$ cat src/rtl/mf3_pkg.sv
package mf3_pkg;

  localparam int CHAN_BITS     = 8;
  localparam int MAX_WIDTH_DEF = 1024;
  localparam int QUEUE_DEPTH   = 4;
  localparam int WIN_SIZE      = 9;
  localparam int ROW_BITS      = 12;

  // configuration register indexes
  localparam logic [1:0] REG_IMAGE_WIDTH  = 2'd0;
  localparam logic [1:0] REG_IMAGE_HEIGHT = 2'd1;

  typedef struct packed {
    logic                 pixel_valid;
    logic [CHAN_BITS-1:0] red_in;
    logic [CHAN_BITS-1:0] green_in;
    logic [CHAN_BITS-1:0] blue_in;
  } in_item_t;

  typedef struct packed {
    logic [CHAN_BITS-1:0] red_out;
    logic [CHAN_BITS-1:0] green_out;
    logic [CHAN_BITS-1:0] blue_out;
    logic                 frame_end;
  } out_item_t;

  typedef struct packed {
    logic [CHAN_BITS-1:0] r;
    logic [CHAN_BITS-1:0] g;
    logic [CHAN_BITS-1:0] b;
  } pixel_t;

  // one neighbourhood ready for the median: column-major window, clip mask
  typedef struct packed {
    pixel_t [WIN_SIZE-1:0] win;
    logic   [WIN_SIZE-1:0] mask;
    logic                  last;
  } entry_t;

  typedef struct packed {
    logic       we;
    logic [1:0] index;
    logic [11:0] data;
  } cfg_wr_t;

endpackage

$ cat src/rtl/mf3_back.sv
module mf3_back import mf3_pkg::*; (
  input  logic      clk,
  input  logic      rst,
  input  entry_t    head,
  input  logic      empty,
  output logic      pop,
  output logic      out_valid,
  input  logic      out_stall,
  output out_item_t out_data
);

  function automatic logic [CHAN_BITS-1:0] median(
    input logic [WIN_SIZE-1:0][CHAN_BITS-1:0] v,
    input logic [WIN_SIZE-1:0] m
  );
    logic [3:0] cnt;
    logic [3:0] rank;
    logic [CHAN_BITS-1:0] res;
    cnt = '0;
    res = '0;
    for (int i = 0; i < WIN_SIZE; i++) cnt = cnt + 4'(m[i]);
    for (int i = 0; i < WIN_SIZE; i++) begin
      rank = '0;
      for (int j = 0; j < WIN_SIZE; j++) begin
        if (m[j] && ((v[j] < v[i]) || (v[j] == v[i] && j < i))) rank = rank + 4'd1;
      end
      if (m[i] && rank == (cnt >> 1)) res = v[i];
    end
    return res;
  endfunction

  logic [WIN_SIZE-1:0][CHAN_BITS-1:0] rv, gv, bv;

  always_comb begin
    for (int i = 0; i < WIN_SIZE; i++) begin
      rv[i] = head.win[i].r;
      gv[i] = head.win[i].g;
      bv[i] = head.win[i].b;
    end
  end

  assign pop = !empty && (!out_valid || !out_stall);

  always_ff @(posedge clk) begin
    if (rst) begin
      out_valid <= 1'b0;
    end else if (!out_valid || !out_stall) begin
      out_valid <= !empty;
    end
  end

  always_ff @(posedge clk) begin
    if (pop) begin
      out_data <= '{red_out:   median(rv, head.mask),
                    green_out: median(gv, head.mask),
                    blue_out:  median(bv, head.mask),
                    frame_end: head.last};
    end
  end

endmodule

$ cat config.mk
export PLATFORM = sky130hd
export DESIGN_NAME = mf3_back
export DESIGN_NICKNAME = d
export VERILOG_FILES = /design/src/rtl/mf3_pkg.sv /design/src/rtl/mf3_back.sv
export SDC_FILE = /design/constraint.sdc
export NUM_CORES = 2
export LEC_CHECK = 0
export ABC_AREA = 0
export BUFFER_PORTS_ARGS = -buffer_cell sky130_fd_sc_hd__buf_2
export CAP_MARGIN = 20
export CELL_PAD_IN_SITES_DETAIL_PLACEMENT = 0
export CELL_PAD_IN_SITES_GLOBAL_PLACEMENT = 2
export CORE_MARGIN = 5
export CORE_UTILIZATION = 35
export DETAILED_ROUTE_END_ITERATION = 12
export GPL_TIMING_DRIVEN = 0
export PLACE_DENSITY = 0.85
export SKIP_CTS_REPAIR_TIMING = 1
export SLEW_MARGIN = 5
export SYNTH_ARGS = -nofsm -noshare
export SYNTH_HDL_FRONTEND = slang
export SYNTH_SLANG_ARGS = --single-unit
export TNS_END_PERCENT = 100
$ cat constraint.sdc
create_clock -name clk -period 7.8 [get_ports clk]
set_clock_uncertainty 0.05 [all_clocks]
set_input_delay 1.56 -clock clk [delete_from_list [all_inputs] [get_ports clk]]
set_output_delay 1.56 -clock clk [all_outputs]
set_load 0.01 [all_outputs]
==> qor.csv <==
stage,metric,value,unit
finish,multi-input gate area in the final layout,41500,sq um
placement,dpl cell area,44200,sq um
worst_hold_path,worst min-delay path startpoint,out_valid,
floorplanning,Chip Height,350,um
setup_path,top fanout value on the critical path,6,
sta,worst slack on hold paths,0.461,ns
sta,slew margin rel.,0.232,
route,total iterations of the first detailed-routing run,6,
placement,Placed Cells incl. Taps,6921,
finish,total non-filler cell area in the finished layout,51200,sq um
logic_synthesis,synth warn,0,
floorplanning,number of top-level pins,257,
finish,share of cells above drive strength 1,0.239,
pwr,Pwr Density,196,nW/um^2
run_status,violations in the final reports,setup timing,
placement,global placer's final weighted congestion,0.939,
logic_synthesis,number of standard cells after synthesis,5140,
finish,FILL cells,11400,
route,number of vias after detailed routing,43800,
route,vias per cell,6.05,
setup_path,type of element launching the critical path,primary input,
logic_synthesis,count of flip-flops with a built-in enable after synthesis,25,
cts,clock sinks,26,
finish,Syn-to-layout area delta,26.6,%
setup_path,worst reg2reg path depth,2,
finish,number of nets in the finished design,7024,
global_routing,antenna violations before repair,5,
logic_synthesis,total standard cell area after synthesis,40400,sq um
cts,total CTS buffers,3,
pwr,cell leakage power,0.0232,uW
placement,half-perimeter wire length after detailed placement,141000,um
floorplanning,Die Area,122000,sq um
sta,number of setup violations in the final report,24,
floorplanning,starting utilization of the core area,0.353,
finish,Post-Layout Cell Count,7248,
global_routing,total congestion overflow,0,
global_routing,gr usage total,0.275,
route,post-detailed-route count of antenna-violating nets,0,
worst_hold_path,number of cells traversed by the worst hold path,2,
sta,number of slew-limit violations in the final report,0,
route,Post-route DRC,0,
route,average wire per standard cell,25.3,um
setup_path,Critical Path Sink Type,flip-flop,
sta,Worst-Margin Slew,1.15,ns
cts,H-tree depth reported by CTS,1,
worst_hold_path,type of the tightest min-delay check,flip-flop to flip-flop,
placement,Place WS,-3.60,ns
logic_synthesis,Mapped Nets,6430,
run_status,outcome,"complete, but fails checks",
route,routed wire length,183000,um
logic_synthesis,number of distinct library cell variants in the gate-level netlist after synthesis,137,
run,max-cap violations,0,
setup_path,worst-path cell with the longest stage delay,or4_4,
cts,later-pin clock latency in the skew report,0.35,ns
finish,footprint of the flip-flops and latches,771,sq um
logic_synthesis,dominant synthesized flop cell,edfxtp_1,
cts,"Clk pin slew, worst setup/hold paths",0.14,ns
sta,fin crit period,8.30,ns
setup_path,data required time of the critical path,7.97,ns
sta,peak clock frequency supported by timing,0.120,GHz
setup_path,R2R Path Start,out_valid,
setup_path,WS Path Type,primary input to flip-flop,
global_routing,largest net degree at the start of global routing,19,
floorplanning,number of core rows,124,
logic_synthesis,fraction of the yosys area taken by sequential cells,0.0191,
cts,maximum count of clock buffers along a single path,2,
logic_synthesis,synthesized area per cell,7.86,sq um
floorplanning,Die Width,350,um
logic_synthesis,share of synthesized registers carrying an async set or reset,0,
sta,RSZ-0062 raised after global routing,true,
sta,final cycle utilization of the critical path,1.06,
setup_path,"Data arrival, critical path",8.47,ns
global_routing,via count of the first global-routing pass,39700,
route,initial DRC count,3468,
global_routing,first-pass GRT wire length,256000,um
floorplanning,Core Area,115000,sq um
setup_path,delay contributed by the slowest stage of the critical path,0.54,ns
setup_path,endpoint of the worst-slack reg-to-reg timing path,out_data[1],
cts,clk root buf,clkbuf_16,
setup_path,worst reg-to-reg setup slack,6.29,ns
placement,number of input and output port buffers inserted,254,
pwr,Worst IR Drop VDD,133,uV
sta,number of hold violations in the final report,0,
cts,clock tree from TritonCTS,built,
pwr,Total Power Consumption,10000,uW
sta,worst setup slack after layout,-0.503,ns
logic_synthesis,#FFs+latches synth,26,
worst_hold_path,Hold EP,out_valid,
## worst max-delay path: cells and delay by family
family | cells | cell delay, ns
AOI/OAI and AO/OA | 9 | 1.61
adders and majority gates | 6 | 1.53
buffers and inverters | 7 | 0.87
xor gates and xnor gates | 2 | 0.61
and+or+nand+nor | 11 | 2.26
## power breakdown
part	total (uW)	internal (uW)	switching, uW
clock	220	104	115
combinational	9470	4330	5140
sequential	321	307	14.3
## cells by family (layout without fill, tap and decap cells)
logic type               after synthesis  count (layout)  synth area share
buffers and inverters                501            1094            0.0484
other                                  0               3                 0
AND/OR/NAND/NOR                     1620            1620             0.212
multiplexers                          68              68            0.0177
AO/OA/AOI/OAI                       1447            1447             0.253
adder cells (fa/ha/maj)             1061            1061             0.329
XOR/XNOR                             417             417             0.121
flip-flops                            26              26            0.0191
## metrics by stage
step	TNS, ns	utilization
after floorplan	-1.09	-
after global placement	-115.71	0.384
after detailed placement	-79.67	0.386
after CTS	-69.61	0.387
after global routing	-11.19	0.447
final	-6.38	0.447
## worst max-delay path by stage
stage               startpoint           end  cells after the start
floorplan            head[113]   out_data[1]                     30
global placement       head[7]   out_data[2]                     19
detailed placement     head[7]  out_data[19]                     23
CTS                    head[7]  out_data[19]                     23
global route         head[139]  out_data[11]                     36
finish               head[144]  out_data[11]                     35
## cells in the final DEF (no fill, tap or decap), drive strengths merged, types with 20 or more instances in the layout
cell type,count
a2111oi,27
a211o,26
a211oi,85
a21o,184
a21oi,371
a311oi,21
a31oi,37
and2,69
and3,76
and4,31
buf,601
clkbuf,93
clkinvlp,68
edfxtp,25
ha,1056
inv,330
mux2,24
mux2i,44
nand2,368
nand2b,63
nand3,220
nand4,147
nor2,237
nor2b,105
nor3,119
nor4,49
o2111ai,20
o211a,26
o211ai,123
o21a,70
o21ai,174
o21bai,29
o31a,20
o31ai,33
or2,35
xnor2,242
xnor3,60
xor2,96
## registers in the layout, indices dropped and copies added (netlist names)
register / cells
out_data: 25
out_valid: 1
## layer usage
metal  part of all wire  track usage
met3              0.061       0.0292
met4              0.049        0.109
met5            0.00014            0
met1               0.43        0.356
met2               0.46        0.468
## layout make-up
class                   instances  area share
clock inverters                 1    0.000587
diodes                          3    0.000147
flip-flops and latches         26      0.0151
repair buffers                597      0.0890
clock buffers                   3     0.00147
plain buffers                  94      0.0115
well taps                    1512      0.0370
inverters                     399      0.0348
multi-input cells            4613       0.810
## cells in the mapped netlist (79+ instances only)
master    number  area share
a211oi_1      79       0.015
a21o_1       184       0.034
a21oi_1      368       0.046
ha_1        1056        0.33
inv_1        392       0.036
nand2_1      367       0.034
nand3_1      219       0.027
nand4_1      145       0.022
nor2_1       237       0.022
nor2b_1      104       0.016
nor3_1       114       0.014
o211ai_1     121       0.022
o21ai_0      156       0.019
xnor2_1      230       0.050
xor2_1        91       0.020
Power figures use the tool's default switching activity.
