File: config.mk
export PLATFORM = sky130hd
export DESIGN_NAME = mf3_queue
export DESIGN_NICKNAME = d
export VERILOG_FILES = /design/src/rtl/mf3_pkg.sv /design/src/rtl/mf3_queue.sv
export SDC_FILE = /design/constraint.sdc
export NUM_CORES = 1
export LEC_CHECK = 0
export BUFFER_PORTS_ARGS = -buffer_cell sky130_fd_sc_hd__buf_4
export CAP_MARGIN = 20
export CORE_MARGIN = 10
export CORE_UTILIZATION = 55
export CTS_CLUSTER_DIAMETER = 100
export CTS_CLUSTER_SIZE = 40
export DETAILED_ROUTE_END_ITERATION = 16
export PLACE_DENSITY_LB_ADDON = 0.3
export SYNTH_ARGS = -nofsm -noshare
export SYNTH_HDL_FRONTEND = slang
export SYNTH_SLANG_ARGS = --single-unit
export TNS_END_PERCENT = 100
File: constraint.sdc
create_clock -name clk -period 8.6 [get_ports clk]
set_input_delay 1.29 -clock clk [delete_from_list [all_inputs] [get_ports clk]]
set_output_delay 1.29 -clock clk [all_outputs]
set_load 0.01 [all_outputs]
File: src/rtl/mf3_pkg.sv
package mf3_pkg;

  localparam int CHAN_BITS     = 8;
  localparam int MAX_WIDTH_DEF = 1024;
  localparam int QUEUE_DEPTH   = 4;
  localparam int WIN_SIZE      = 9;
  localparam int ROW_BITS      = 12;

  // configuration register indexes
  localparam logic [1:0] REG_IMAGE_WIDTH  = 2'd0;
  localparam logic [1:0] REG_IMAGE_HEIGHT = 2'd1;

  typedef struct packed {
    logic                 pixel_valid;
    logic [CHAN_BITS-1:0] red_in;
    logic [CHAN_BITS-1:0] green_in;
    logic [CHAN_BITS-1:0] blue_in;
  } in_item_t;

  typedef struct packed {
    logic [CHAN_BITS-1:0] red_out;
    logic [CHAN_BITS-1:0] green_out;
    logic [CHAN_BITS-1:0] blue_out;
    logic                 frame_end;
  } out_item_t;

  typedef struct packed {
    logic [CHAN_BITS-1:0] r;
    logic [CHAN_BITS-1:0] g;
    logic [CHAN_BITS-1:0] b;
  } pixel_t;

  // one neighbourhood ready for the median: column-major window, clip mask
  typedef struct packed {
    pixel_t [WIN_SIZE-1:0] win;
    logic   [WIN_SIZE-1:0] mask;
    logic                  last;
  } entry_t;

  typedef struct packed {
    logic       we;
    logic [1:0] index;
    logic [11:0] data;
  } cfg_wr_t;

endpackage

File: src/rtl/mf3_queue.sv
module mf3_queue import mf3_pkg::*; (
  input  logic   clk,
  input  logic   rst,
  input  logic   push,
  input  entry_t push_entry,
  input  logic   pop,
  output entry_t head,
  output logic   empty,
  output logic [$clog2(QUEUE_DEPTH+1)-1:0] count
);

  localparam int AW = $clog2(QUEUE_DEPTH);

  entry_t        slots [QUEUE_DEPTH];
  logic [AW-1:0] wr_ptr;
  logic [AW-1:0] rd_ptr;

  always_ff @(posedge clk) begin
    if (rst) begin
      wr_ptr <= '0;
      rd_ptr <= '0;
      count  <= '0;
    end else begin
      if (push) wr_ptr <= wr_ptr + AW'(1);
      if (pop)  rd_ptr <= rd_ptr + AW'(1);
      count <= count + (push ? 1'b1 : 1'b0) - (pop ? 1'b1 : 1'b0);
    end
  end

  always_ff @(posedge clk) begin
    if (push) slots[wr_ptr] <= push_entry;
  end

  assign head  = slots[rd_ptr];
  assign empty = (count == '0);

  a_no_overflow: assert property (@(posedge clk) disable iff (rst)
    !(push && !pop && count == ($clog2(QUEUE_DEPTH+1))'(QUEUE_DEPTH)))
    else $error("queue overflow");
  a_no_underflow: assert property (@(posedge clk) disable iff (rst) !(pop && empty))
    else $error("queue underflow");
  a_ptr_gap: assert property (@(posedge clk) disable iff (rst)
    AW'(wr_ptr - rd_ptr) == AW'(count))
    else $error("queue pointers disagree with count");

endmodule

==> results of run 1 <==
==> state kept, by name, summed over array words and instances (netlist names), named ones only <==
signal and flops:
rd_ptr 2, wr_ptr 2, slots 904, count 3
==> worst paths after layout <==
check                    startpoint                      to  cells past startpoint
min          wr_ptr[1]$_SDFFE_PP0P_  wr_ptr[1]$_SDFFE_PP0P_                      2
max                       flip-flop               head[119]                      3
max reg2reg  wr_ptr[0]$_SDFFE_PP0P_   slots[2][9]$_DFFE_PP_                      4
min reg2reg  wr_ptr[1]$_SDFFE_PP0P_  wr_ptr[1]$_SDFFE_PP0P_                      2
==> Yosys cell counts <==
| master | count | share of area, % |
|---|---|---|
| a21bo_2 | 1 | 0.030 |
| a21oi_1 | 1 | 0.015 |
| and2_1 | 4 | 0.076 |
| buf_1 | 7 | 0.080 |
| buf_2 | 25 | 0.38 |
| buf_6 | 17 | 0.58 |
| clkbuf_1 | 1 | 0.011 |
| dfxtp_1 | 9 | 0.55 |
| edfxtp_1 | 904 | 82 |
| fa_1 | 1 | 0.061 |
| ha_1 | 6 | 0.23 |
| inv_1 | 6 | 0.068 |
| mux2i_1 | 1 | 0.030 |
| mux4_2 | 226 | 15 |
| nand3b_1 | 1 | 0.023 |
| nor2_1 | 5 | 0.057 |
| nor2b_1 | 2 | 0.038 |
| nor3_1 | 1 | 0.015 |
| xnor2_1 | 2 | 0.053 |
| xor3_1 | 1 | 0.072 |
==> final cells by class <==
cell class / count / area [um2]
flip-flops and latches: 913 / 27300
fillers: 3813 / 20900
multi-input cells: 252 / 5330
repair buffers: 474 / 3650
well taps: 773 / 967
clock buffers: 35 / 791
clock inverters: 16 / 262
inverters: 6 / 22.5
diodes: 5 / 12.5
==> tightest hold or removal path, cell delays in order (launching register included) <==
cell and delay [ns]:
dfxtp_1 0.35, mux2i_1 0.13, nor2_1 0.05
==> power by group through the flow <==
stage | Combinational [mW] | Sequential (mW) | Clock, mW
final | 1.03 | 5.17 | 2.02
after global routing | 1.10 | 5.19 | 2.24
after CTS | 1.06 | 5.17 | 2.08
after detailed placement | 1.05 | 5.27 | 0
after global placement | 1.04 | 5.26 | 0
after floorplan | 0.536 | 5.29 | 0
==> kinds of logic (layout without fill, tap and decap cells) <==
| group | Yosys count | in the layout | synth area share, % |
|---|---|---|---|
| AOI/OAI and AO/OA | 2 | 2 | 0.0455 |
| xor gates and xnor gates | 3 | 3 | 0.125 |
| adders and majority gates | 7 | 7 | 0.288 |
| buffers and inverters | 56 | 531 | 1.12 |
| DFF | 913 | 913 | 82.8 |
| muxes | 227 | 227 | 15.4 |
| other | 0 | 5 | 0 |
| and+or+nand+nor | 13 | 13 | 0.208 |
==> cells in the final DEF, fill, tap and decap left out, drive strengths merged, types with 2 or more instances in the layout <==
master and instances:
and2 4, clkinvlp 2, nor2 5, nor2b 2, xnor2 2, buf 474
clkbuf 35, mux4 226, clkinv 10, inv 10, diode 5, dfxtp 9
edfxtp 904, ha 6
==> per-layer routing <==
| layer | GRT usage (%) | wire length (um) | up-vias |
|---|---|---|---|
| met5 | 0 | 142 | - |
| met4 | 3.49 | 1200 | 22 |
| met3 | 6.55 | 6110 | 75 |
| met2 | 30.6 | 33300 | 470 |
| met1 | 23.8 | 24800 | 7522 |
| li1 | - | - | 6155 |
==> qor.csv, run 1 <==
stage,metric,value,unit
floorplan,Chip Height,265,um
detailed_routing,number of remaining DRC errors,0,
setup_path,Crit path required time,7.31,ns
floorplan,# rows,89,
place,detailed placer's ending HPWL,41400,um
setup_path,cells along the critical path,buf_4 > mux4_2 > buf_4,
synth,sequential-to-total area share from yosys stat,82.8,%
sta,Relative slew margins,31.9,%
clock_tree,# resized after CTS,0,
sta,final setup fails,0,
sta,Setup TNS,0,ns
setup_path,slowest CP cell,buf_4,
outcome,status,finished clean,
power_and_ir_drop,Leak Pwr,12.6,nW
floorplan,core area,59200,um2
sta,unrepaired setup endpoints after global routing,no,
floorplan,Ports,460,
finish,Final Non-Filler Cells,2474,
power_and_ir_drop,PwrDens,214,nW/um2
floorplan,width of the die,265,um
power_and_ir_drop,switching power,1.86,mW
synth,Yosys cell types,20,
sta,worst hold slack,0.571,ns
global_route,antenna violations before repair,15,
floorplan,die area,70200,um2
sta,post-route minimum period,4.29,ns
clock_tree,H-tree Lvls,1,
setup_path,"Max FO, Critical Path",42,
place,RD Place Congestion,0.728,
sta,Tcrit/Tclk final,49.8,%
setup_path,crit path launch type,flip-flop,
clock_tree,Clock Tree Root,clkbuf_16,
global_route,vias in the first global route,15200,
detailed_routing,routed vias,14200,
setup_path,crit path DAT,3.00,ns
clock_tree,CTS max path bufs,3,
sta,Setup WS post-layout,4.31,ns
place,Placed Cells incl. Taps,2418,
power_and_ir_drop,Max IR drop VDD,216,uV
synth,Post-Syn Area,33000,um2
finish,final core occ,64.8,%
clock_tree,# Post-CTS Setup Buffers,0,
power_and_ir_drop,Tot Pwr,8.21,mW
power_and_ir_drop,Comb pwr share,12.5,%
setup_path,"CP delay by family, top",buffers and inverters,
detailed_routing,antenna-violating nets left,0,
sta,max-slew violation count,0,
finish,fin area,38400,um2
finish,synth-to-layout area growth,16.2,%
synth,"Warnings, synthesis",0,
setup_path,most frequent CP cell,buf_4,
setup_path,slowest cell delay on critical path,0.77,ns
clock_tree,cts hold-fix bufs,0,
setup_path,R2R setup slack,6.10,ns
clock_tree,cts bufs inserted,31,
clock_tree,TritonCTS clock tree,built,
place,placed inst area,37300,um2
setup_path,CP Class,reg -> out,
detailed_routing,drt initial violations,1092,
setup_path,CP bufs+invs,2,
worst_hold_path,worst hold path class,reg -> reg,
sta,Worst-Margin Slew,1.02,ns
finish,Final Net Count,1915,
run,number of max-cap violations,0,
clock_tree,clock latency on the worst-skew pair,0.67,ns
power_and_ir_drop,Pint,6.35,mW
synth,"flops & latches, synth",913,
detailed_routing,First-pass DRT Iterations,5,
clock_tree,"Reg clk slew, reported paths",0.12,ns
place,number of port buffers,459,
detailed_routing,Detailed Route WL,65600,um
power_and_ir_drop,Clk pwr share,24.6,%
global_route,grt total ovfl,0,
sta,final setup skew,0.0318,ns
finish,share of layout cells above drive strength 1,44.5,%
synth,Synth Instances,1221,
detailed_routing,Vias/cell,5.76,
power_and_ir_drop,sequential power share,62.9,%
floorplan,Starting Density,55.7,%
setup_path,CP endpoint kind,primary output,
sta,max frequency,0.233,GHz
global_route,Tot GR Track Use,18.5,%
detailed_routing,WL/cell,26.5,um
clock_tree,# clock sinks,913,
global_route,pin count of the biggest net entering global routing,120,
synth,Mapped Avg Cell Area,27.0,um2
synth,syn nets,1458,
sta,"Hold Vio Cnt, Final",0,
place,"worst slack, placed",4.89,ns
power_and_ir_drop,Net Sw Frac,22.7,%
global_route,first-pass GRT wire length,98100,um
Note: power is estimated with default switching activity, not from simulation.
==> run 2, diff against run 1 <==
Clock period 8.6 ns to 4.5 ns, I/O delays scaled along.
==> run 2 against run 1 <==
Non-clock buffer count up 26. Largest power group unchanged. Count of clock-buffer cells in the layout up 1. Utilization grew 0.22 points.
==> qor.csv, run 2 (synthesis gave the netlist of run 1 again) <==
stage,metric,value,unit,change
clock_tree,H-tree Lvls,1,,unchanged
finish,share of layout cells above drive strength 1,44.9,%,+0.47 points
place,detailed placer's ending HPWL,45300,um,+9.5%
power_and_ir_drop,Leak Pwr,12.6,nW,+0.79%
sta,Tcrit/Tclk final,75.4,%,
finish,max reg flops,904,,unchanged
setup_path,crit path launch type,flip-flop,,
clock_tree,# clock sinks,913,,unchanged
clock_tree,CTS max path bufs,3,,unchanged
global_route,Tot GR Track Use,19.0,%,+0.50 points
setup_path,most frequent CP cell,buf_4,,
floorplan,Chip Height,265,um,unchanged
sta,post-route minimum period,3.39,ns,
run,number of max-cap violations,0,,unchanged
sta,"Hold Vio Cnt, Final",0,,unchanged
setup_path,"Max FO, Critical Path",38,,-9.5%
detailed_routing,antenna-violating nets left,0,,unchanged
sta,max frequency,0.295,GHz,
global_route,M3 GR Usage,5.51,%,-1.0 points
global_route,GR Layer Usage met2,31.4,%,+0.71 points
global_route,pin count of the biggest net entering global routing,83,,-31%
power_and_ir_drop,PwrDens,402,nW/um2,+88%
outcome,status,finished clean,,
place,Placed Cells incl. Taps,2444,,+1.1%
place,RD Place Congestion,0.775,,+6.4%
sta,final setup skew,0.0333,ns,+0.00156 ns
global_route,antenna violations before repair,14,,-1
setup_path,slowest CP cell,dfxtp_4,,
global_route,grt total ovfl,0,,unchanged
sta,Worst-Margin Slew,1.06,ns,+0.0367 ns
sta,worst hold slack,0.232,ns,-0.339 ns
finish,Largest regs,"slots x904, count x3",,
detailed_routing,number of remaining DRC errors,0,,unchanged
clock_tree,cts bufs inserted,28,,-9.7%
finish,synth-to-layout area growth,16.6,%,
place,number of port buffers,459,,unchanged
detailed_routing,First-pass DRT Iterations,4,,-1
global_route,vias in the first global route,15300,,+0.98%
detailed_routing,drt initial violations,1179,,+8.0%
clock_tree,Clock Tree Root,clkbuf_16,,
finish,final core occ,65.0,%,+0.22 points
setup_path,crit path DAT,2.72,ns,-0.28 ns
setup_path,slowest cell delay on critical path,0.98,ns,+0.21 ns
finish,"commonest non-fill, non-tap cells in the layout","904 x edfxtp_1, 483 x buf_4, 226 x mux4_2",,
sta,Relative slew margins,29.5,%,-2.4 points
sta,Setup TNS,0,ns,unchanged
floorplan,die area,70200,um2,unchanged
detailed_routing,Detailed Route WL,68100,um,+3.8%
clock_tree,# Post-CTS Setup Buffers,0,,unchanged
global_route,first-pass GRT wire length,101000,um,+2.8%
clock_tree,TritonCTS clock tree,built,,
global_route,grt met1 use,25.1,%,+1.3 points
clock_tree,# resized after CTS,0,,unchanged
finish,Final Non-Filler Cells,2494,,+0.81%
global_route,GRT busiest layer,met2,,
setup_path,CP Class,reg -> out,,
floorplan,Ports,460,,unchanged
detailed_routing,WL/cell,27.3,um,+3.0%
sta,final setup fails,0,,unchanged
setup_path,cells along the critical path,buf_4 > mux4_2 > buf_4,,
sta,max-slew violation count,0,,unchanged
setup_path,CP endpoint kind,primary output,,
detailed_routing,Vias/cell,5.83,,+1.3%
finish,"most common cell after layout, fill and taps aside",edfxtp_1,,
detailed_routing,routed vias,14500,,+2.1%
floorplan,width of the die,265,um,unchanged
floorplan,# rows,89,,unchanged
sta,unrepaired setup endpoints after global routing,no,,
floorplan,Starting Density,55.7,%,unchanged
worst_hold_path,worst hold path class,in -> reg,,
finish,Final Net Count,1938,,+1.2%
finish,Largest Register,slots,,
power_and_ir_drop,Tot Pwr,15.5,mW,+88%
power_and_ir_drop,Max IR drop VDD,481,uV,+120%
clock_tree,"Reg clk slew, reported paths",0.14,ns,+0.02 ns
clock_tree,cts hold-fix bufs,0,,unchanged
floorplan,core area,59200,um2,unchanged
clock_tree,clock latency on the worst-skew pair,0.63,ns,-0.04 ns
setup_path,Crit path required time,3.83,ns,-3.48 ns
[run 2: cell count changes in the layout (fill, tap and decap cells not counted), moves of 2 or more]
cell	delta
clkinv_16	-4
clkinvlp_4	-2
buf_12	+11
clkbuf_1	+2
clkbuf_16	-2
clkinv_4	-3
buf_4	+16
[run 2: power breakdown]
part           switching [mW]  internal (mW)  leakage [nW]
clock                    2.30           1.26         0.424
combinational           0.996           1.03          3.85
sequential              0.130           9.76          8.38
[run 2: metrics by stage]
stage | setup slack, ns | cell area, um2
finish | 1.11 | 38500
CTS | 0.969 | 38500
floorplan | 0.620 | 33000
global placement | 1.67 | 37600
detailed placement | 1.69 | 37600
global route | 0.879 | 38500
[run 2: final timing paths]
check | from | end | slack (ns) | cells after the start
max | flip-flop | head[52] | 1.11 | 3
min | push_entry[196] | slots[3][196]$_DFFE_PP_ | 0.23 | 1
max reg2reg | wr_ptr[0]$_SDFFE_PP0P_ | slots[3][118]$_DFFE_PP_ | 2.27 | 3
min reg2reg | rd_ptr[0]$_SDFFE_PP0P_ | flip-flop | 0.55 | 2
[run 2: layout make-up]
cell class | instances | area [um2]
sequential | 913 | 27300
fill | 3835 | 20700
multi-input combinational | 252 | 5330
timing repair buffer | 500 | 3970
tap | 773 | 967
clock buffer | 36 | 762
clock inverter | 9 | 109
inverter | 6 | 22.5
antenna | 5 | 12.5
[run 2: worst max-delay path, delay by kind of cell, from the launching register on]
kind | cells | cell delay, ns
flops | 1 | 0.98
mux | 1 | 0.56
buf+inv | 2 | 0.56
[run 2: metal layers]
| layer | vias up | wire length [um] |
|---|---|---|
| met5 | - | 105 |
| met4 | 16 | 1440 |
| met3 | 80 | 5790 |
| met2 | 481 | 34600 |
| met1 | 7767 | 26200 |
| li1 | 6198 | - |
